==> config.mk <==
export PLATFORM = sky130hd
export DESIGN_NAME = font_glyph_width_scanner_core
export DESIGN_NICKNAME = d
export VERILOG_FILES = /design/src/hdl/fgws_pkg.sv /design/src/hdl/fgws_width_store.sv /design/src/hdl/fgws_cell_scan.sv /design/src/hdl/font_glyph_width_scanner_core.sv
export SDC_FILE = /design/constraint.sdc
export NUM_CORES = 2
export LEC_CHECK = 0
export BUFFER_PORTS_ARGS = -buffer_cell sky130_fd_sc_hd__buf_2
export CORE_MARGIN = 5
export CORE_UTILIZATION = 25
export DETAILED_ROUTE_END_ITERATION = 7
export SKIP_CTS_REPAIR_TIMING = 1
export SLEW_MARGIN = 10
export SYNTH_ARGS = -nofsm -noshare
export SYNTH_HDL_FRONTEND = slang
export SYNTH_SLANG_ARGS = --single-unit
==> constraint.sdc <==
create_clock -name clock -period 36.5 [get_ports clock]
set_input_delay 1.825 -clock clock [delete_from_list [all_inputs] [get_ports clock]]
set_output_delay 1.825 -clock clock [all_outputs]
set_load 0.02 [all_outputs]
==> src/hdl/fgws_pkg.sv <==
`timescale 1ns / 1ps
// ----------------------------------------------------------------------------
// fgws_pkg - shared types and constants of the font glyph width scanner
// Table geometry, field codes, control states and the cell summary record.
// ----------------------------------------------------------------------------
package fgws_pkg;

   localparam int TABLE_DEPTH = 256;
   localparam int TABLE_AW    = $clog2(TABLE_DEPTH);
   localparam int CNT_W       = $clog2(TABLE_DEPTH + 1);

   localparam logic [7:0] DARK_LIMIT = 8'd85;
   localparam logic [7:0] FIRST_CHAR = 8'd32;
   // entry of lowercase 't', whose width the space entry copies
   localparam logic [TABLE_AW-1:0] T_ENTRY = TABLE_AW'(8'd116 - 8'd32);

   localparam logic [1:0] FN_BEGIN = 2'd0;
   localparam logic [1:0] FN_PIXEL = 2'd1;
   localparam logic [1:0] FN_TEXT  = 2'd2;

   localparam logic KIND_GLYPH = 1'b0;
   localparam logic KIND_TEXT  = 1'b1;

   localparam logic [1:0] REG_CELL_SIZE     = 2'd0;
   localparam logic [1:0] REG_CELLS_PER_ROW = 2'd1;
   localparam logic [1:0] REG_CHAR_GAP      = 2'd2;

   localparam logic [6:0] CELL_SIZE_RST     = 7'd16;
   localparam logic [6:0] CELLS_PER_ROW_RST = 7'd16;
   localparam logic [7:0] CHAR_GAP_RST      = 8'd1;

   typedef enum logic [1:0] {
      ST_IDLE,
      ST_TEXT,
      ST_SPACE_RD,
      ST_SPACE_WR
   } ctl_state_type;

   typedef struct packed {
      logic                cell_end;
      logic                last_cell;
      logic                empty_grid;
      logic [TABLE_AW-1:0] index;
      logic [14:0]         glyph_x;
      logic [13:0]         glyph_y;
      logic [7:0]          width;
   } cell_info_type;

endpackage

==> src/hdl/fgws_width_store.sv <==
`timescale 1ns / 1ps
// ----------------------------------------------------------------------------
// fgws_width_store - glyph width memory with per-entry written flags
// One write and one registered read per cycle; flags clear on reset.
// ----------------------------------------------------------------------------
module fgws_width_store (
   input  logic                         clock,
   input  logic                         reset,
   input  logic                         wr_en,
   input  logic [fgws_pkg::TABLE_AW-1:0] wr_addr,
   input  logic [7:0]                   wr_data,
   input  logic [fgws_pkg::TABLE_AW-1:0] rd_addr,
   output logic [7:0]                   rd_data,
   output logic                         rd_written
);

   logic [7:0] mem [fgws_pkg::TABLE_DEPTH];
   logic [fgws_pkg::TABLE_DEPTH-1:0] written_ff;
   logic [7:0] rd_data_ff;
   logic       rd_written_ff;

   always_ff @(posedge clock) begin
      if (wr_en) begin
         mem[wr_addr] <= wr_data;
      end
      rd_data_ff <= mem[rd_addr];
   end

   always_ff @(posedge clock) begin
      if (reset) begin
         written_ff    <= '0;
         rd_written_ff <= 1'b0;
      end else begin
         if (wr_en) begin
            written_ff[wr_addr] <= 1'b1;
         end
         rd_written_ff <= written_ff[rd_addr];
      end
   end

   assign rd_data    = rd_data_ff;
   assign rd_written = rd_written_ff;

endmodule

==> src/hdl/fgws_cell_scan.sv <==
`timescale 1ns / 1ps
// ----------------------------------------------------------------------------
// fgws_cell_scan - pixel walker and glyph box tracker
// Steps through cells of the grid and summarizes each finished cell.
// ----------------------------------------------------------------------------
module fgws_cell_scan (
   input  logic                    clock,
   input  logic                    reset,
   input  logic                    begin_scan,
   input  logic                    pixel_strobe,
   input  logic [7:0]              red_value,
   input  logic [6:0]              cell_size,
   input  logic [6:0]              cells_per_row,
   output fgws_pkg::cell_info_type cell_info
);

   logic                       active_ff, active_in;
   logic [fgws_pkg::CNT_W-1:0] count_ff, count_in;
   logic [6:0]                 column_ff, column_in;
   logic [13:0]                origin_x_ff, origin_x_in;
   logic [13:0]                origin_y_ff, origin_y_in;
   logic [6:0]                 pixel_x_ff, pixel_x_in;
   logic [6:0]                 pixel_y_ff, pixel_y_in;
   logic signed [8:0]          least_x_ff, least_x_in;
   logic [6:0]                 most_x_ff, most_x_in;
   logic [6:0]                 most_y_ff, most_y_in;

   logic                       dark;
   logic [6:0]                 most_x_n, most_y_n;
   logic signed [8:0]          least_n;
   logic                       x_wrap, cell_done, has_box, last_cell;
   logic [13:0]                total_sq;
   logic [fgws_pkg::CNT_W-1:0] total_cells;
   logic signed [9:0]          box_width;
   logic [14:0]                box_x;
   logic [6:0]                 column_n;
   logic signed [8:0]          least_open;

   always_comb begin
      dark     = red_value < fgws_pkg::DARK_LIMIT;
      most_x_n = (dark && pixel_x_ff > most_x_ff) ? pixel_x_ff : most_x_ff;
      most_y_n = (dark && pixel_y_ff > most_y_ff) ? pixel_y_ff : most_y_ff;
      least_n  = (dark && $signed({2'b00, pixel_x_ff}) < least_x_ff) ?
                 $signed({2'b00, pixel_x_ff}) - 9'sd1 : least_x_ff;

      x_wrap    = ({1'b0, pixel_x_ff} + 8'd1) >= {1'b0, cell_size};
      cell_done = x_wrap && (({1'b0, pixel_y_ff} + 8'd1) >= {1'b0, cell_size});

      total_sq    = cells_per_row * cells_per_row;
      total_cells = (total_sq > 14'(fgws_pkg::TABLE_DEPTH)) ?
                    fgws_pkg::CNT_W'(fgws_pkg::TABLE_DEPTH) :
                    fgws_pkg::CNT_W'(total_sq);
      last_cell   = ({1'b0, count_ff} + 1'b1) >= {1'b0, total_cells};

      // box spans from one left of the leftmost dark pixel, plus margin
      has_box   = (most_x_n != 7'd0) && (most_y_n != 7'd0);
      box_width = $signed({3'b000, most_x_n}) - 10'(least_n) + 10'sd3;
      box_x     = {1'b0, origin_x_ff} + 15'(least_n) - 15'd1;

      column_n   = column_ff + 7'd1;
      least_open = $signed({2'b00, cell_size}) + 9'sd1;
   end

   always_comb begin
      active_in   = active_ff;
      count_in    = count_ff;
      column_in   = column_ff;
      origin_x_in = origin_x_ff;
      origin_y_in = origin_y_ff;
      pixel_x_in  = pixel_x_ff;
      pixel_y_in  = pixel_y_ff;
      least_x_in  = least_x_ff;
      most_x_in   = most_x_ff;
      most_y_in   = most_y_ff;
      if (begin_scan) begin
         active_in   = cells_per_row != 7'd0;
         count_in    = '0;
         column_in   = '0;
         origin_x_in = '0;
         origin_y_in = '0;
         pixel_x_in  = '0;
         pixel_y_in  = '0;
         least_x_in  = least_open;
         most_x_in   = '0;
         most_y_in   = '0;
      end else if (pixel_strobe && active_ff) begin
         if (!cell_done) begin
            least_x_in = least_n;
            most_x_in  = most_x_n;
            most_y_in  = most_y_n;
            if (x_wrap) begin
               pixel_x_in = '0;
               pixel_y_in = pixel_y_ff + 7'd1;
            end else begin
               pixel_x_in = pixel_x_ff + 7'd1;
            end
         end else begin
            count_in = count_ff + 1'b1;
            if (last_cell) begin
               active_in = 1'b0;
            end else begin
               // open the next cell, wrap to a new grid row when full
               pixel_x_in = '0;
               pixel_y_in = '0;
               least_x_in = least_open;
               most_x_in  = '0;
               most_y_in  = '0;
               if (column_n >= cells_per_row) begin
                  column_in   = '0;
                  origin_x_in = '0;
                  origin_y_in = origin_y_ff + {7'd0, cell_size};
               end else begin
                  column_in   = column_n;
                  origin_x_in = origin_x_ff + {7'd0, cell_size};
               end
            end
         end
      end
   end

   always_ff @(posedge clock) begin
      if (reset) begin
         active_ff   <= 1'b0;
         count_ff    <= '0;
         column_ff   <= '0;
         origin_x_ff <= '0;
         origin_y_ff <= '0;
         pixel_x_ff  <= '0;
         pixel_y_ff  <= '0;
         least_x_ff  <= $signed({2'b00, fgws_pkg::CELL_SIZE_RST}) + 9'sd1;
         most_x_ff   <= '0;
         most_y_ff   <= '0;
      end else begin
         active_ff   <= active_in;
         count_ff    <= count_in;
         column_ff   <= column_in;
         origin_x_ff <= origin_x_in;
         origin_y_ff <= origin_y_in;
         pixel_x_ff  <= pixel_x_in;
         pixel_y_ff  <= pixel_y_in;
         least_x_ff  <= least_x_in;
         most_x_ff   <= most_x_in;
         most_y_ff   <= most_y_in;
      end
   end

   always_comb begin
      cell_info.cell_end   = pixel_strobe && active_ff && cell_done && !begin_scan;
      cell_info.last_cell  = last_cell;
      cell_info.empty_grid = cells_per_row == 7'd0;
      cell_info.index      = count_ff[fgws_pkg::TABLE_AW-1:0];
      cell_info.glyph_x    = has_box ? box_x : {1'b0, origin_x_ff};
      cell_info.glyph_y    = origin_y_ff;
      cell_info.width      = has_box ? box_width[7:0] : {1'b0, cell_size};
   end

endmodule

==> src/hdl/font_glyph_width_scanner_core.sv <==
`timescale 1ns / 1ps
// ----------------------------------------------------------------------------
// font_glyph_width_scanner_core - proportional font width table and text meter
// Scans a glyph grid into a width table, then sums string widths.
// ----------------------------------------------------------------------------
//
//  channel  | direction | beat contents
//  ---------+-----------+------------------------------------------------------
//  req_     | in        | tuser func, tdata red/text byte/present, tlast last byte
//  rsp_     | out       | tuser kind, tdata glyph box or text length, tlast done
//  csr_     | in        | register index and 8-bit write data
//
// Begin, pixel and non-printable text beats are handled in the idle state; a
// character in 32..127 also passes through the text state, as its width comes
// from the registered width memory. The last cell of a scan, or a begin on an
// empty grid, runs the space-entry copy (read entry of 't', then write entry 0).
// Reset is synchronous and clears control state and the written flags, so no
// clearing pass runs. A full result register that is not taken stalls req_.
//
module font_glyph_width_scanner_core (
   input  logic        clock,
   input  logic        reset,
   // request channel
   input  logic        req_tvalid,
   output logic        req_tready,
   input  logic [23:0] req_tdata,  // red_value[7:0], text_byte[15:8],
                                   // byte_present[16], zero[23:17]
   input  logic [1:0]  req_tuser,  // func[1:0]
   input  logic        req_tlast,  // last_byte
   // result channel
   output logic        rsp_tvalid,
   input  logic        rsp_tready,
   output logic [63:0] rsp_tdata,  // cell_index[7:0], glyph_x[22:8],
                                   // glyph_y[36:23], glyph_width[44:37],
                                   // text_length[60:45], zero[63:61]
   output logic        rsp_tuser,  // kind
   output logic        rsp_tlast,  // scan_done
   // register write channel
   input  logic        csr_valid,
   output logic        csr_ready,
   input  logic [1:0]  csr_index,
   input  logic [7:0]  csr_data
);

   // ---------------------------------------------------------------- config
   logic [6:0] cell_size_ff;
   logic [6:0] cells_per_row_ff;
   logic [7:0] char_gap_ff;

   assign csr_ready = 1'b1;

   always_ff @(posedge clock) begin
      if (reset) begin
         cell_size_ff     <= fgws_pkg::CELL_SIZE_RST;
         cells_per_row_ff <= fgws_pkg::CELLS_PER_ROW_RST;
         char_gap_ff      <= fgws_pkg::CHAR_GAP_RST;
      end else if (csr_valid && csr_ready) begin
         case (csr_index)
            fgws_pkg::REG_CELL_SIZE:     cell_size_ff     <= csr_data[6:0];
            fgws_pkg::REG_CELLS_PER_ROW: cells_per_row_ff <= csr_data[6:0];
            fgws_pkg::REG_CHAR_GAP:      char_gap_ff      <= csr_data;
            default: ;
         endcase
      end
   end

   // --------------------------------------------------------- request decode
   logic       req_accept;
   logic [7:0] req_red;
   logic [7:0] req_byte;
   logic       req_present;
   logic       is_begin, is_pixel, is_text;
   logic       text_in_range;
   logic       rsp_free;

   assign req_accept  = req_tvalid && req_tready;
   assign req_red     = req_tdata[7:0];
   assign req_byte    = req_tdata[15:8];
   assign req_present = req_tdata[16];
   assign is_begin    = req_accept && (req_tuser == fgws_pkg::FN_BEGIN);
   assign is_pixel    = req_accept && (req_tuser == fgws_pkg::FN_PIXEL);
   assign is_text     = req_accept && (req_tuser == fgws_pkg::FN_TEXT);
   // printable ASCII: 32..127
   assign text_in_range = (req_byte >= fgws_pkg::FIRST_CHAR) && !req_byte[7];

   // ------------------------------------------------------------ cell scan
   fgws_pkg::cell_info_type cell_info;

   fgws_cell_scan u_scan (
      .clock         (clock),
      .reset         (reset),
      .begin_scan    (is_begin),
      .pixel_strobe  (is_pixel),
      .red_value     (req_red),
      .cell_size     (cell_size_ff),
      .cells_per_row (cells_per_row_ff),
      .cell_info     (cell_info)
   );

   // ---------------------------------------------------------- width memory
   logic                          mem_wr_en;
   logic [fgws_pkg::TABLE_AW-1:0] mem_wr_addr;
   logic [7:0]                    mem_wr_data;
   logic [fgws_pkg::TABLE_AW-1:0] mem_rd_addr;
   logic [7:0]                    mem_rd_data;
   logic                          mem_rd_written;
   logic [7:0]                    looked_up_width;

   fgws_width_store u_store (
      .clock      (clock),
      .reset      (reset),
      .wr_en      (mem_wr_en),
      .wr_addr    (mem_wr_addr),
      .wr_data    (mem_wr_data),
      .rd_addr    (mem_rd_addr),
      .rd_data    (mem_rd_data),
      .rd_written (mem_rd_written)
   );

   // an entry never written reads as the grid cell size
   assign looked_up_width = mem_rd_written ? mem_rd_data : {1'b0, cell_size_ff};

   // ------------------------------------------------------------- sequencer
   fgws_pkg::ctl_state_type state_ff, state_in;

   always_comb begin
      state_in = state_ff;
      case (state_ff)
         fgws_pkg::ST_IDLE: begin
            if (is_begin && cell_info.empty_grid) begin
               state_in = fgws_pkg::ST_SPACE_RD;
            end else if (cell_info.cell_end && cell_info.last_cell) begin
               state_in = fgws_pkg::ST_SPACE_RD;
            end else if (is_text && req_present && text_in_range) begin
               state_in = fgws_pkg::ST_TEXT;
            end
         end
         fgws_pkg::ST_TEXT:     state_in = fgws_pkg::ST_IDLE;
         fgws_pkg::ST_SPACE_RD: state_in = fgws_pkg::ST_SPACE_WR;
         fgws_pkg::ST_SPACE_WR: state_in = fgws_pkg::ST_IDLE;
         default:               state_in = fgws_pkg::ST_IDLE;
      endcase
   end

   always_comb begin
      req_tready  = 1'b0;
      mem_wr_en   = 1'b0;
      mem_wr_addr = cell_info.index;
      mem_wr_data = cell_info.width;
      mem_rd_addr = fgws_pkg::TABLE_AW'(req_byte[6:0] - fgws_pkg::FIRST_CHAR[6:0]);
      case (state_ff)
         fgws_pkg::ST_IDLE: begin
            req_tready = rsp_free;
            mem_wr_en  = cell_info.cell_end;
         end
         fgws_pkg::ST_TEXT: ;
         fgws_pkg::ST_SPACE_RD: begin
            mem_rd_addr = fgws_pkg::T_ENTRY;
         end
         fgws_pkg::ST_SPACE_WR: begin
            mem_wr_en   = 1'b1;
            mem_wr_addr = '0;
            mem_wr_data = looked_up_width;
         end
         default: ;
      endcase
   end

   always_ff @(posedge clock) begin
      if (reset) begin
         state_ff <= fgws_pkg::ST_IDLE;
      end else begin
         state_ff <= state_in;
      end
   end

   // ---------------------------------------------------------- text meter
   logic [15:0] length_sum_ff, length_sum_in;
   logic        add_gap_ff;
   logic        last_char_ff;
   logic [15:0] gap_term;
   logic [15:0] sum_with_char;
   logic        text_emit_now;
   logic        text_emit_late;

   assign gap_term      = add_gap_ff ? {{8{char_gap_ff[7]}}, char_gap_ff} : 16'd0;
   assign sum_with_char = length_sum_ff + {8'd0, looked_up_width} + gap_term;
   // empty string, or a last byte outside the printable range, reports at once
   assign text_emit_now  = is_text && !(req_present && text_in_range) &&
                           (!req_present || req_tlast);
   assign text_emit_late = (state_ff == fgws_pkg::ST_TEXT) && last_char_ff;

   always_comb begin
      length_sum_in = length_sum_ff;
      if (text_emit_now) begin
         length_sum_in = '0;
      end else if (state_ff == fgws_pkg::ST_TEXT) begin
         length_sum_in = last_char_ff ? 16'd0 : sum_with_char;
      end
   end

   always_ff @(posedge clock) begin
      if (reset) begin
         length_sum_ff <= '0;
      end else begin
         length_sum_ff <= length_sum_in;
      end
   end

   // hold the per-character flags for the lookup cycle
   always_ff @(posedge clock) begin
      if (is_text) begin
         add_gap_ff   <= req_byte != fgws_pkg::FIRST_CHAR;
         last_char_ff <= req_tlast;
      end
   end

   // -------------------------------------------------------- result register
   logic        rsp_valid_ff;
   logic        rsp_kind_ff;
   logic        rsp_done_ff;
   logic [63:0] rsp_data_ff;
   logic        rsp_load;

   assign rsp_free = !rsp_valid_ff || rsp_tready;
   assign rsp_load = cell_info.cell_end || text_emit_now || text_emit_late;

   always_ff @(posedge clock) begin
      if (reset) begin
         rsp_valid_ff <= 1'b0;
      end else if (rsp_load) begin
         rsp_valid_ff <= 1'b1;
      end else if (rsp_tready) begin
         rsp_valid_ff <= 1'b0;
      end
   end

   always_ff @(posedge clock) begin
      if (cell_info.cell_end) begin
         rsp_kind_ff <= fgws_pkg::KIND_GLYPH;
         rsp_done_ff <= cell_info.last_cell;
         rsp_data_ff <= {3'd0, 16'd0, cell_info.width, cell_info.glyph_y,
                         cell_info.glyph_x, 8'(cell_info.index)};
      end else if (text_emit_now) begin
         rsp_kind_ff <= fgws_pkg::KIND_TEXT;
         rsp_done_ff <= 1'b0;
         rsp_data_ff <= {3'd0, length_sum_ff, 45'd0};
      end else if (text_emit_late) begin
         rsp_kind_ff <= fgws_pkg::KIND_TEXT;
         rsp_done_ff <= 1'b0;
         rsp_data_ff <= {3'd0, sum_with_char, 45'd0};
      end
   end

   assign rsp_tvalid = rsp_valid_ff;
   assign rsp_tuser  = rsp_kind_ff;
   assign rsp_tlast  = rsp_done_ff;
   assign rsp_tdata  = rsp_data_ff;

   // ------------------------------------------------------------ assertions
   // the text lookup cycle relies on the result register having drained
   assert property (@(posedge clock) disable iff (reset)
      (state_ff == fgws_pkg::ST_TEXT) |-> !rsp_valid_ff)
      else $error("text lookup with result register still full");

   // the last cell of a scan must start the space copy
   assert property (@(posedge clock) disable iff (reset)
      (cell_info.cell_end && cell_info.last_cell) |=>
      (state_ff == fgws_pkg::ST_SPACE_RD))
      else $error("last cell did not start the space copy");

   // the space write always follows its read of the 't' entry
   assert property (@(posedge clock) disable iff (reset)
      (state_ff == fgws_pkg::ST_SPACE_WR) |->
      ($past(state_ff) == fgws_pkg::ST_SPACE_RD))
      else $error("space write without preceding read");

   // no request is taken, and outside the text state no result is loaded, while busy
   assert property (@(posedge clock) disable iff (reset)
      (state_ff != fgws_pkg::ST_IDLE) |-> !req_accept && !rsp_load ||
      (state_ff == fgws_pkg::ST_TEXT))
      else $error("request or result while sequencer busy");

endmodule
==> summary.md <==
| Metric | Value |
|---|---|
| Asr flop ratio synth | 0% |
| Post-route clock period utilization | 22.5% |
| Post-route setup TNS | 0 ns |
| PortBufs | 99 |
| Worst hold endpoint | u_scan.least_x_ff[6] |
| Htree depth | 4 |
| Max_cap viols | 0 |
| Final Skew | 0.113 ns |
| DRC | 0 |
| First-pass GRT wire length | 415,000 µm |
| Primary FF master, synth | edfxtp_1 |
| FP Rows | 236 |
| Synth cell types | 91 |
| Layout area overhead | 14.1% |
| Worst vdd ir | 0.0433 mV |
| Detailed Route WL | 285,000 µm |
| Antenna violations before repair | 14 |
| Critical path class | flip-flop to flip-flop |
| Measured slew at the worst slew-check pin | 1.47 ns |
| Avg Cell Area, Syn | 14.9 µm² |
| Synthesized flop and latch total | 2,501 |
| Final core utilization | 28.6% |
| Worst r2r path cells | 26 |
| Die area | 426,000 µm² |
| Reg2reg setup slack | 28.29 ns |
| Sequential share of power | 49.8% |
| Starting Density | 25.0% |
| EDFF count, synth | 2,096 |
| Gp weighted congestion | 0.889 |
| Max Root-Sink Buffers | 4 |
| Core area | 412,000 µm² |
| CP Launch Point | cells_per_row_ff[2] |
| Iter 0 DRT Violations | 6,779 |
| Worst path required time | 37.19 ns |
| CP Capture Type | flip-flop |
| Syn Std Cell Area | 103,000 µm² |
| Worst skew pair latency | 0.94 ns |
| Routed via count | 61,900 |
| PwrDens | 53.1 nW/µm² |
| Hold/Removal Path Class | flip-flop to flip-flop |
| Switch share | 24.0% |
| Total GRT Usage | 12.8% |
| Setup repair after global routing missed its margin | no |
| Min Tclk post-route | 8.21 ns |
| R2R Path End | u_scan.origin_x_ff[8] |
| Warnings from Yosys | 0 |
| Clock power frac | 40.8% |
| P_int | 0.00476 W |
| Die height | 652 µm |
| Max-slew violation total from the final report | 0 |
| Clock Tree Root | clkbuf_16 |
| Critical-path maximum fanout | 19 |
| Sequential element share of the synthesized area | 68.9% |
| Gate Count Post-Synth | 6,914 |
| Vias in the first global route | 61,000 |
| Design area | 118,000 µm² |
| Maximum number of pins on one net before global-route repair | 189 |
| Part of the power in combinational logic | 9.4% |
| Layout cells sized above 1 | 16.0% |
| Final-report setup violation count | 0 |
| Switching power | 0.00150 W |
| Per-cell routed wire length | 22.6 µm |
| Critical path startpoint category | flip-flop |
| FMAX | 122 MHz |
| Final nets | 7,133 |
| Max-Slew Margin vs Limit | 1.90% |
| Via/cell ratio | 4.92 |
| WP data arrival | 8.90 ns |
| Leakage Power | 37.5 nW |
| TritonCTS Buffers | 241 |
| Placed Instance Area | 110,000 µm² |
| Hold Startpoint | u_scan.least_x_ff[6] |
| Chip Width | 652 µm |
| Pre-Repair DR Iteration Count | 6 |
| Grt total ovfl | 0 |
| Worst r2r src | cells_per_row_ff[2] |
| I/O pin total | 111 |
| Hold Crit Depth | 2 |
| Final Hold Viols | 0 |
| Antenna-violating nets left | 0 |
| Clock Sinks | 2,501 |
| Post-detail-place hpwl | 173,000 µm |
| CTS tree | yes |
| Status | finished clean |
| Clk slew on worst S/H paths | 0.06 ns |
worst max-delay path: stages, from the launching register on:
cell	delay (ns)
dfxtp_1	0.37
clkinv_1	0.31
nor2_1	0.26
ha_1	0.28
xor2_1	0.18
fa_1	0.55
inv_1	0.05
fa_1	0.47
fa_1	0.48
ha_1	0.36
nand3_1	0.11
o2111ai_1	0.12
o21a_1	0.17
a211o_1	0.27
a221oi_1	0.55
nand3_1	0.13
or3_1	0.35
ha_1	0.20
nor4b_1	0.30
o21bai_1	0.13
a21oi_1	0.18
o221ai_1	0.30
nor4_2	0.24
buf_4	0.28
nand2b_1	0.45
nand2_1	0.79
nor2_1	0.11
final cells by class:
class,instances,area (µm²)
fill,41100,295000
sequential,2501,71000
multi-input combinational,3815,29700
tap,5474,6850
clock buffer,321,6690
timing repair buffer,207,1530
clock inverter,125,1390
inverter,138,526
antenna,6,15.0
synth_stat cells, types with 33 or more instances:
cell type / number / area [µm²]
a211oi_1: 118 / 886
nor2_1: 692 / 2600
o221ai_1: 52 / 455
nor3_1: 158 / 791
xor2_1: 37 / 324
a21oi_1: 289 / 1450
nor2b_1: 33 / 206
ha_1: 161 / 2010
buf_1: 52 / 195
and2_1: 37 / 231
nand3_1: 74 / 370
buf_2: 92 / 460
mux2i_1: 74 / 741
o21a_1: 88 / 661
mux4_2: 270 / 6080
xnor2_1: 67 / 587
edfxtp_1: 2096 / 62900
dfxtp_1: 405 / 8110
o2bb2ai_1: 160 / 1400
o22ai_1: 299 / 1870
mux2_2: 238 / 2680
o311ai_0: 113 / 990
nand2_1: 368 / 1380
clkbuf_1: 268 / 1010
o21ai_0: 98 / 490
nor4_1: 39 / 244
inv_1: 134 / 503
layout by cell type (no fill, tap or decap), drive strengths merged, types with 74 or more instances in the layout:
| master | synthesis | final |
|---|---|---|
| a211oi | 118 | 118 |
| a21oi | 290 | 290 |
| buf | 194 | 207 |
| clkbuf | 268 | 321 |
| clkinv | 2 | 85 |
| dfxtp | 405 | 405 |
| edfxtp | 2096 | 2096 |
| ha | 161 | 161 |
| inv | 136 | 143 |
| mux2 | 239 | 239 |
| mux2i | 74 | 74 |
| mux4 | 271 | 271 |
| nand2 | 368 | 368 |
| nand3 | 76 | 76 |
| nor2 | 692 | 692 |
| nor3 | 159 | 159 |
| o21a | 89 | 89 |
| o21ai | 103 | 103 |
| o22ai | 299 | 299 |
| o2bb2ai | 160 | 160 |
| o311ai | 117 | 117 |
power groups by stage:
| stage | combinational, W | clock, W | sequential (W) |
|---|---|---|---|
| final | 0.000588 | 0.00255 | 0.00312 |
| after detailed placement | 0.000586 | 0 | 0.00318 |
| after global placement | 0.000578 | 0 | 0.00318 |
| after CTS | 0.000587 | 0.00259 | 0.00312 |
| after global routing | 0.000624 | 0.00271 | 0.00312 |
| after floorplan | 0.000356 | 0 | 0.00320 |
per-layer routing:
metal / wire length [µm] / global-route usage (%) / share of wire, %
met1: 119000 / 17.5 / 42
met2: 133000 / 20.6 / 47
met3: 23800 / 2.35 / 8.4
met4: 9510 / 4.05 / 3.3
met5: 7 / 0 / 0.0025
registers in the layout (all words and copies together) (netlist names), 2 cells and up:
name                count
u_scan.column_ff        7
u_scan.origin_x_ff     14
char_gap_ff             8
rsp_tdata              61
u_scan.pixel_y_ff       7
u_scan.pixel_x_ff       7
u_scan.origin_y_ff     14
state_ff                2
u_scan.least_x_ff       9
cells_per_row_ff        7
u_scan.most_y_ff        7
u_store.written_ff    256
cell_size_ff            7
u_scan.most_x_ff        7
length_sum_ff          16
u_store.rd_data         8
u_store.mem          2048
u_scan.count_ff         9
how the worst max path moves through the flow:
stage,cells after the start,slack [ns],to
2_1_floorplan,12,20.00,u_store.mem[0][3]
3_3_place_gp,22,28.08,u_store.mem[92][6]
3_5_place_dp,22,27.99,u_store.mem[92][6]
4_1_cts,26,28.21,u_scan.origin_x_ff[10]
5_1_grt,27,27.73,u_scan.origin_x_ff[10]
6_report,26,28.29,u_scan.origin_x_ff[8]
logic make-up (layout without fill, tap and decap cells):
logic type,Yosys count,in the layout,share of synthesized area [%]
buffers and inverters,600,791,2.58
flip-flops,2501,2501,68.9
other,2,10,0.00728
AO/OA/AOI/OAI,1384,1384,9.27
AND/OR/NAND/NOR,1552,1552,6.69
multiplexers,584,584,9.25
adder cells (fa/ha/maj),187,187,2.46
XOR/XNOR,104,104,0.883
stage by stage:
stage	cells	setup WS (ns)	power (W)	hold WS (ns)
after global placement	12100	28.08	0.00375	0.439
after global routing	12600	27.73	0.00645	0.472
after detailed placement	12100	27.99	0.00376	0.441
after CTS	12600	28.21	0.00629	0.454
final	12600	28.29	0.00626	0.453
after floorplan	6916	20.00	0.00356	0.425
(Power assumes the default switching activity.)
